## src/rtl/hsvh_pkg.sv

```systemverilog
// ----------------------------------------------------------------------------
// hsvh_pkg
// Shared types, constants and binning helpers for the HSV block histogram.
// ----------------------------------------------------------------------------
package hsvh_pkg;

  // payload widths
  localparam int CountW = 17;
  localparam int FracW  = 17;
  localparam int IdxW   = 6;

  // default histogram size and block pixel limit
  localparam int MaxBinBitsDef  = 6;
  localparam int MaxBlockPixels = 65536;
  localparam int CountLimitInt  = (MaxBlockPixels < 131071) ? MaxBlockPixels : 131071;
  localparam logic [CountW-1:0] CountLimit = CountW'(CountLimitInt);

  // channel full-scale values
  localparam logic [7:0] HueFull  = 8'd180;
  localparam logic [7:0] ChanFull = 8'd255;

  // register file
  localparam int PAddrW = 4;
  localparam int PDataW = 32;
  localparam logic [1:0] REG_HUE_BITS = 2'd0;
  localparam logic [1:0] REG_SAT_BITS = 2'd1;
  localparam logic [1:0] REG_VAL_BITS = 2'd2;
  localparam logic [1:0] BitsReset    = 2'd2;

  // control sequencer states
  typedef enum logic [2:0] {
    ST_ACCUM,
    ST_FLUSH,
    ST_RD,
    ST_LOAD,
    ST_DIV
  } hist_state_t;

  // clamp a bin-bit setting to 2 and to the bits still left in the budget
  function automatic logic [1:0] eff_bits(logic [1:0] raw, logic [2:0] budget);
    logic [1:0] c;
    c = (raw > 2'd2) ? 2'd2 : raw;
    if ({1'b0, c} > budget) c = budget[1:0];
    return c;
  endfunction

  // min(floor(x * 2^bits / full), 2^bits - 1) by threshold compares
  function automatic logic [1:0] chan_bin(logic [7:0] x, logic [1:0] bits,
                                          logic [7:0] full);
    logic [9:0] xs;
    logic [9:0] thr;
    logic [1:0] b;
    xs = {2'b00, x} << bits;
    b  = 2'd0;
    for (int k = 1; k < 4; k++) begin
      thr = 10'(k) * {2'b00, full};
      if ((k < (1 << bits)) && (xs >= thr)) b = 2'(k);
    end
    return b;
  endfunction

endpackage

```

## src/rtl/hsvh_ram.sv

```systemverilog
// ----------------------------------------------------------------------------
// hsvh_ram
// Generic single-write, single-read RAM with registered read data.
// ----------------------------------------------------------------------------
module hsvh_ram #(
  parameter int WIDTH = 17,
  parameter int DEPTH = 64
) (
  input  logic                     clk,
  input  logic                     we,
  input  logic [$clog2(DEPTH)-1:0] waddr,
  input  logic [WIDTH-1:0]         wdata,
  input  logic                     re,
  input  logic [$clog2(DEPTH)-1:0] raddr,
  output logic [WIDTH-1:0]         rdata
);

  logic [WIDTH-1:0] mem [DEPTH];

  // write port
  always_ff @(posedge clk) begin
    if (we) mem[waddr] <= wdata;
  end

  // registered read port
  always_ff @(posedge clk) begin
    if (re) rdata <= mem[raddr];
  end

endmodule

```

## src/rtl/hsvh_div.sv

```systemverilog
// ----------------------------------------------------------------------------
// hsvh_div
// Radix-2 restoring divider: (count << 16) / total, one quotient bit a cycle.
// ----------------------------------------------------------------------------
module hsvh_div
  import hsvh_pkg::*;
(
  input  logic              clk,
  input  logic              rst,
  input  logic              start,
  input  logic [CountW-1:0] count,
  input  logic [CountW-1:0] total,
  output logic              done,
  output logic [FracW-1:0]  quot
);

  localparam int StepW = $clog2(FracW + 1);

  logic [StepW-1:0]  steps;
  logic [CountW-1:0] rem;
  logic [CountW-1:0] sh;
  logic [CountW-1:0] divisor;
  logic [CountW:0]   trial;
  logic              fits;

  // shift in the next dividend bit and test against the divisor
  assign trial = {rem, sh[CountW-1]};
  assign fits  = (trial >= {1'b0, divisor});

  // control: step counter and done flag
  always_ff @(posedge clk) begin
    if (rst) begin
      steps <= '0;
      done  <= 1'b0;
    end else if (start) begin
      steps <= StepW'(FracW);
      done  <= 1'b0;
    end else if (steps != '0) begin
      steps <= steps - StepW'(1);
      if (steps == StepW'(1)) done <= 1'b1;
    end
  end

  // datapath; count never exceeds total, so count >> 1 starts below the divisor
  always_ff @(posedge clk) begin
    if (start) begin
      rem     <= {1'b0, count[CountW-1:1]};
      sh      <= {count[0], {(CountW-1){1'b0}}};
      divisor <= total;
      quot    <= '0;
    end else if (steps != '0) begin
      rem  <= fits ? CountW'(trial - {1'b0, divisor}) : trial[CountW-1:0];
      sh   <= {sh[CountW-2:0], 1'b0};
      quot <= {quot[FracW-2:0], fits};
    end
  end

endmodule

```

## src/rtl/hsv_block_histogram_unit.sv

```systemverilog
// A pixel's count is written in the cycle after it is accepted; pixels enter one per cycle
// while the unit is accumulating. After the last pixel of a block the input stalls while
// the histogram drains: a flush state, then for each bin a memory read, a load of the
// bit-serial divider and the division; the drain waits while the bin output is stalled.
// Reset: synchronous; clears bin valid bits and pixel total, and sets the bin-bit registers to 2.
// ----------------------------------------------------------------------------
// hsv_block_histogram_unit
// 3-D HSV histogram of one pixel block, drained as count and fraction per bin.
// ----------------------------------------------------------------------------
module hsv_block_histogram_unit
  import hsvh_pkg::*;
#(
  parameter int MAX_BIN_BITS = MaxBinBitsDef
) (
  input  logic              clk,
  input  logic              rst,
  // pixel channel
  input  logic              pix_valid,
  output logic              pix_stall,
  input  logic [7:0]        hue,
  input  logic [7:0]        sat,
  input  logic [7:0]        val,
  input  logic              last_pixel,
  // bin channel
  output logic              bin_valid,
  input  logic              bin_stall,
  output logic [IdxW-1:0]   bin_index,
  output logic [FracW-1:0]  bin_fraction,
  output logic [CountW-1:0] bin_count,
  output logic              last_bin,
  // register port
  input  logic              psel,
  input  logic              penable,
  input  logic              pwrite,
  input  logic [PAddrW-1:0] paddr,
  input  logic [PDataW-1:0] pwdata,
  output logic [PDataW-1:0] prdata,
  output logic              pready
);

  localparam int Depth = 1 << MAX_BIN_BITS;
  localparam int BinAw = $clog2(Depth);
  localparam logic [2:0] BitBudget = 3'(MAX_BIN_BITS);

  logic [1:0]        hue_bits, sat_bits, val_bits;
  logic [1:0]        hb, sb, vb;
  logic [2:0]        tot_bits;
  logic [6:0]        last_idx_w;
  logic [BinAw-1:0]  last_idx;
  logic [IdxW-1:0]   pix_idx_w;
  logic [BinAw-1:0]  pix_idx;
  logic              pix_acc;
  logic              cfg_wr;

  hist_state_t       state, state_next;
  logic              s1_valid;
  logic [BinAw-1:0]  s1_idx;
  logic              fw_valid;
  logic [BinAw-1:0]  fw_idx;
  logic [CountW-1:0] fw_data;
  logic [Depth-1:0]  slot_used;
  logic [CountW-1:0] pixel_total;
  logic [CountW-1:0] old_count, new_count;
  logic [BinAw-1:0]  drain_idx;
  logic [CountW-1:0] drain_count;
  logic [CountW-1:0] load_count;
  logic              drain_last;
  logic              out_load;
  logic              block_clear;

  logic              ram_re;
  logic [BinAw-1:0]  ram_raddr;
  logic [CountW-1:0] ram_rdata;
  logic              div_start;
  logic              div_done;
  logic [FracW-1:0]  div_quot;

  // register port
  assign pready = 1'b1;
  assign cfg_wr = psel & penable & pwrite & pready;

  always_ff @(posedge clk) begin
    if (rst) begin
      hue_bits <= BitsReset;
      sat_bits <= BitsReset;
      val_bits <= BitsReset;
    end else if (cfg_wr) begin
      case (paddr[3:2])
        REG_HUE_BITS: hue_bits <= pwdata[1:0];
        REG_SAT_BITS: sat_bits <= pwdata[1:0];
        REG_VAL_BITS: val_bits <= pwdata[1:0];
        default: ;
      endcase
    end
  end

  always_comb begin
    case (paddr[3:2])
      REG_HUE_BITS: prdata = {{(PDataW-2){1'b0}}, hue_bits};
      REG_SAT_BITS: prdata = {{(PDataW-2){1'b0}}, sat_bits};
      REG_VAL_BITS: prdata = {{(PDataW-2){1'b0}}, val_bits};
      default:      prdata = '0;
    endcase
  end

  // effective bin layout under the bit budget
  assign hb         = eff_bits(hue_bits, BitBudget);
  assign sb         = eff_bits(sat_bits, BitBudget - {1'b0, hb});
  assign vb         = eff_bits(val_bits, BitBudget - {1'b0, hb} - {1'b0, sb});
  assign tot_bits   = {1'b0, hb} + {1'b0, sb} + {1'b0, vb};
  assign last_idx_w = (7'd1 << tot_bits) - 7'd1;
  assign last_idx   = last_idx_w[BinAw-1:0];

  // packed bin number of the incoming pixel
  assign pix_idx_w = ({4'b0000, chan_bin(val, vb, ChanFull)} << ({1'b0, hb} + {1'b0, sb}))
                   | ({4'b0000, chan_bin(sat, sb, ChanFull)} << hb)
                   |  {4'b0000, chan_bin(hue, hb, HueFull)};
  assign pix_idx   = pix_idx_w[BinAw-1:0];

  assign pix_stall = (state != ST_ACCUM);
  assign pix_acc   = pix_valid & ~pix_stall;

  // bin count memory
  assign ram_re    = pix_acc | (state == ST_RD);
  assign ram_raddr = (state == ST_RD) ? drain_idx : pix_idx;

  hsvh_ram #(
    .WIDTH (CountW),
    .DEPTH (Depth)
  ) u_ram (
    .clk   (clk),
    .we    (s1_valid),
    .waddr (s1_idx),
    .wdata (new_count),
    .re    (ram_re),
    .raddr (ram_raddr),
    .rdata (ram_rdata)
  );

  // read-modify-write stage, forwarding the write issued at the read edge
  always_comb begin
    if (fw_valid && (fw_idx == s1_idx)) begin
      old_count = fw_data;
    end else if (slot_used[s1_idx]) begin
      old_count = ram_rdata;
    end else begin
      old_count = '0;
    end
    new_count = (old_count < CountLimit) ? old_count + CountW'(1) : old_count;
  end

  always_ff @(posedge clk) begin
    if (rst) begin
      s1_valid <= 1'b0;
      fw_valid <= 1'b0;
    end else begin
      s1_valid <= pix_acc;
      fw_valid <= s1_valid;
    end
  end

  always_ff @(posedge clk) begin
    s1_idx  <= pix_idx;
    fw_idx  <= s1_idx;
    fw_data <= new_count;
  end

  // slot valid bits and pixel total
  always_ff @(posedge clk) begin
    if (rst || block_clear) begin
      slot_used   <= '0;
      pixel_total <= '0;
    end else begin
      if (s1_valid) slot_used[s1_idx] <= 1'b1;
      if (pix_acc && (pixel_total < CountLimit)) pixel_total <= pixel_total + CountW'(1);
    end
  end

  // drain datapath
  assign load_count = slot_used[drain_idx] ? ram_rdata : '0;
  assign div_start  = (state == ST_LOAD);
  assign drain_last = (drain_idx == last_idx);

  hsvh_div u_div (
    .clk   (clk),
    .rst   (rst),
    .start (div_start),
    .count (load_count),
    .total (pixel_total),
    .done  (div_done),
    .quot  (div_quot)
  );

  always_ff @(posedge clk) begin
    if (div_start) drain_count <= load_count;
  end

  // sequencer
  always_ff @(posedge clk) begin
    if (rst) state <= ST_ACCUM;
    else     state <= state_next;
  end

  always_comb begin
    state_next  = state;
    out_load    = 1'b0;
    block_clear = 1'b0;
    case (state)
      ST_ACCUM: begin
        if (pix_acc && last_pixel) state_next = ST_FLUSH;
      end
      ST_FLUSH: state_next = ST_RD;
      ST_RD:    state_next = ST_LOAD;
      ST_LOAD:  state_next = ST_DIV;
      ST_DIV: begin
        if (div_done && (!bin_valid || !bin_stall)) begin
          out_load    = 1'b1;
          block_clear = drain_last;
          state_next  = drain_last ? ST_ACCUM : ST_RD;
        end
      end
      default:  state_next = ST_ACCUM;
    endcase
  end

  always_ff @(posedge clk) begin
    if (rst) begin
      drain_idx <= '0;
    end else if (out_load) begin
      drain_idx <= drain_last ? '0 : drain_idx + BinAw'(1);
    end
  end

  // output item register
  always_ff @(posedge clk) begin
    if (rst) begin
      bin_valid <= 1'b0;
    end else if (out_load) begin
      bin_valid <= 1'b1;
    end else if (!bin_stall) begin
      bin_valid <= 1'b0;
    end
  end

  always_ff @(posedge clk) begin
    if (out_load) begin
      bin_index    <= IdxW'(drain_idx);
      bin_fraction <= div_quot;
      bin_count    <= drain_count;
      last_bin     <= drain_last;
    end
  end

endmodule

```

## config.mk

```make
export PLATFORM = sky130hd
export DESIGN_NAME = hsv_block_histogram_unit
export DESIGN_NICKNAME = d
export VERILOG_FILES = /design/src/rtl/hsvh_pkg.sv /design/src/rtl/hsvh_ram.sv /design/src/rtl/hsvh_div.sv /design/src/rtl/hsv_block_histogram_unit.sv
export SDC_FILE = /design/constraint.sdc
export NUM_CORES = 2
export LEC_CHECK = 0
export ABC_CLOCK_PERIOD_IN_PS = 15000
export BUFFER_PORTS_ARGS = -buffer_cell sky130_fd_sc_hd__buf_2
export CORE_MARGIN = 2
export CORE_UTILIZATION = 51
export CTS_BUF_LIST = sky130_fd_sc_hd__clkbuf_8
export CTS_CLUSTER_DIAMETER = 40
export DETAILED_ROUTE_END_ITERATION = 6
export GPL_ROUTABILITY_DRIVEN = 0
export PLACE_DENSITY = 0.68
export SKIP_CTS_REPAIR_TIMING = 1
export SYNTH_ARGS = -nofsm -noshare
export SYNTH_HDL_FRONTEND = slang
export SYNTH_SLANG_ARGS = --single-unit
export TNS_END_PERCENT = 5
```

## constraint.sdc

```tcl
create_clock -name clk -period 15 [get_ports clk]
set_input_delay 3 -clock clk [delete_from_list [all_inputs] [get_ports clk]]
set_output_delay 3 -clock clk [all_outputs]
set_load 0.01 [all_outputs]
```

==> impl_metrics.toml <==
[status]
violations = "slew limit"
status = "finished with violations"

[sta]
relSlewSlack_pct = -6.888
holdWs_ps = 416.6
setup_violations = 0
hold_viol_final = 0
worst_slew_pin_slew_ps = 1603
final.min_clock_period_ps = 7021
fin_crit_sh_pct = 46.81
maxSlewViolCount = 79
fmax_mhz = 142.4
tns_ps = 0
rsz0062_at_grt = "false"
clock_skew_ps = 49.26

[global_routing]
grt_pass1_wl_um = 202200
grt_overflow = 0
grt_max_degree = 274
grt.total_usage_pct = 24.44
antenna_found_initial = 8
grt_pass1_vias = 31680

[synth]
yosysWarnings = 0
syn_inst = 3827
yosysTopAreaCellShare_pct = 64.27
synthTopCellsByArea = "edfxtp_1, mux2i_1, dfxtp_1, a211oi_1, and3_1"
synthArstFlopShare_pct = 0
ys_seq_area_share_pct = 69.71
synth.distinct_cells = 84
post-synth-top-count-cell = "edfxtp_1"
yosysTopAreaCell = "edfxtp_1"
synth_seq_cells = 1349
avgSynthCellArea_sq_um = 14.61
synth-edff-count = 1197
synthTopCellsByCount = "edfxtp_1, mux2i_1, and3_1, a211oi_1, nor2_1"
netlist_area_sq_um = 55930
yosys_most_used_dff = "edfxtp_1"

[power]
p_sw_mw = 2.103
internal_power_mw = 5.951
clockPowerShare_pct = 35.1
irDropWorstVdd_v = 0.00008454
leakage_nw = 21.84
seqPwrFrac_pct = 52.8
power_frac_comb_pct = 12.1
power_density_nw_per_um2 = 129.9
p_sw_share_pct = 26.12
power.total_mw = 8.054

[finish]
nets = 4057
area_growth_syn_to_layout_pct = 10.83
seq_area_sq_um = 38990
num-fill-cells = 8417
fin_util_pct = 56.94
drive_above_1_share_pct = 14.55
multi_input_area_sq_um = 16020

[worst_setup_path]
crit_type = "input pin to register"
cp.required_ps = 15610
path_max_fanout = 73
cp-end-kind = "register"
arrival_ps = 7630
critPathLaunchType = "input pin"

[run]
max_cap_violations = 0

[detailed_routing]
wl_per_cell_um = 25.07
drt_iter0_drc = 3322
viasPerCell = 6.053
vias = 33550
firstDrtPassIters = 5
ant_nets = 0
wl_um = 139000
drc = 0

[clock_tree]
clock_sink_count = 1349
cts.clk_slew.worst_paths_ps = 60
clock_path_buffers = 3
cts_htree_levels = 4
cts_tree = "done"
cts_root_buf = "clkbuf_8"
numCtsBuffers = 208
clk_latency_ps = 880

[floorplan]
row_count = 121
top_level_ports = 144
start_util_pct = 51.38
die-area_sq_um = 112300
core_area_sq_um = 108900
die_y_um = 335.2
die_x_um = 335.2

[placement]
dp_hpwl_um = 77250
numPortBuffers = 69

[hold_path]
hp-class = "register to register"
==> sequential cells by signal (all words and copies together), names as in the netlist, 3 cells and up <==
register and cells:
pixel_total 17, state 3, bin_count 17, u_div.rem 17
drain_count 17, u_div.steps 5, drain_idx 6, bin_fraction 17
u_ram.rdata 17, u_div.divisor 17, u_div.quot 17, fw_data 17
s1_idx 6, bin_index 6, fw_idx 6, u_ram.mem 1088
slot_used 64
==> layout by cell type, fill, tap and decap left out, drive strengths merged, types with 6 or more instances in the layout <==
| cell | count |
|---|---|
| inv | 126 |
| nand4 | 50 |
| nor3 | 48 |
| or3 | 6 |
| nor2 | 266 |
| mux4 | 28 |
| a22o | 10 |
| and3 | 292 |
| xnor2 | 26 |
| dfxtp | 152 |
| clkinv | 69 |
| nand2 | 107 |
| xor2 | 28 |
| or4 | 18 |
| o21ai | 172 |
| nand2b | 9 |
| nand3 | 34 |
| a31oi | 13 |
| nor3b | 9 |
| mux2 | 14 |
| a211o | 6 |
| a21oi | 64 |
| nand3b | 17 |
| edfxtp | 1197 |
| clkbuf | 222 |
| buf | 169 |
| mux2i | 425 |
| a211oi | 277 |
| ha | 29 |
| a21o | 9 |
| conb | 31 |
| and2 | 27 |
| o22ai | 75 |
| nor2b | 15 |
==> power by group through the flow <==
stage / logic (mW) / registers, mW / clock network [mW]
floorplan: 0.716 / 4.29 / 0
global placement: 0.954 / 4.33 / 0
detailed placement: 0.970 / 4.33 / 0
CTS: 0.974 / 4.25 / 2.87
global route: 1.06 / 4.26 / 3.04
finish: 0.973 / 4.26 / 2.83
==> kinds of logic (layout without fill, tap and decap cells) <==
| family | count (synthesis) | after routing | share of synthesized area, % |
|---|---|---|---|
| buffers and inverters | 322 | 591 | 2.803 |
| adders and majority gates | 32 | 32 | 0.7561 |
| DFF | 1349 | 1349 | 69.71 |
| muxes | 467 | 467 | 9.029 |
| xor gates and xnor gates | 54 | 54 | 0.8456 |
| and+or+nand+nor | 917 | 917 | 8.725 |
| other | 2 | 35 | 0.01343 |
| AOI/OAI and AO/OA | 684 | 684 | 8.121 |
==> metal layers <==
metal | part of all wire [%] | GRT usage, % | vias up
met5 | 0.019 | 0 | -
met4 | 2.9 | 8.406 | 4
met3 | 7.5 | 4.539 | 251
met2 | 48 | 39.64 | 1319
met1 | 42 | 33.29 | 16860
li1 | - | - | 15120
==> per-stage QoR <==
| stage | setup slack, ps | instances | instance area [sq um] |
|---|---|---|---|
| after floorplan | 8185 | 3856 | 56040 |
| after global placement | 7077 | 5161 | 58100 |
| after detailed placement | 7077 | 5161 | 58100 |
| after CTS | 8019 | 5539 | 61970 |
| after global routing | 7724 | 5540 | 61980 |
| final | 7979 | 5543 | 61980 |
==> critical path: stages <==
cell and delay, ps:
buf_2 110, o2111ai_1 250, nand3_1 260, o21a_1 200, a31oi_1 630, o22a_4 260
buf_4 780, nand3_1 1000, o22ai_1 670, or4_1 340, nor3_1 120
==> cell type report <==
type	count	share of cell area, %
flip-flops and latches	1349	62.90
multi-input cells	2185	25.84
clock buffers	222	4.929
well taps	1414	2.854
repair buffers	169	1.869
clock inverters	156	1.326
inverters	44	0.2665
diodes	4	0.01615
==> worst paths after layout <==
kind	startpoint	end	slack, ps	cells past startpoint
worst max-delay path	hue[1]	u_ram.rdata[0]	7980	11
worst min register to register	drain_count[13]	bin_count[13]	420	0
worst min-delay path	drain_count[13]	bin_count[13]	420	0
worst max register to register	sat_bits[1]	u_ram.rdata[3]	8100	17
Power figures use the tool's default switching activity.
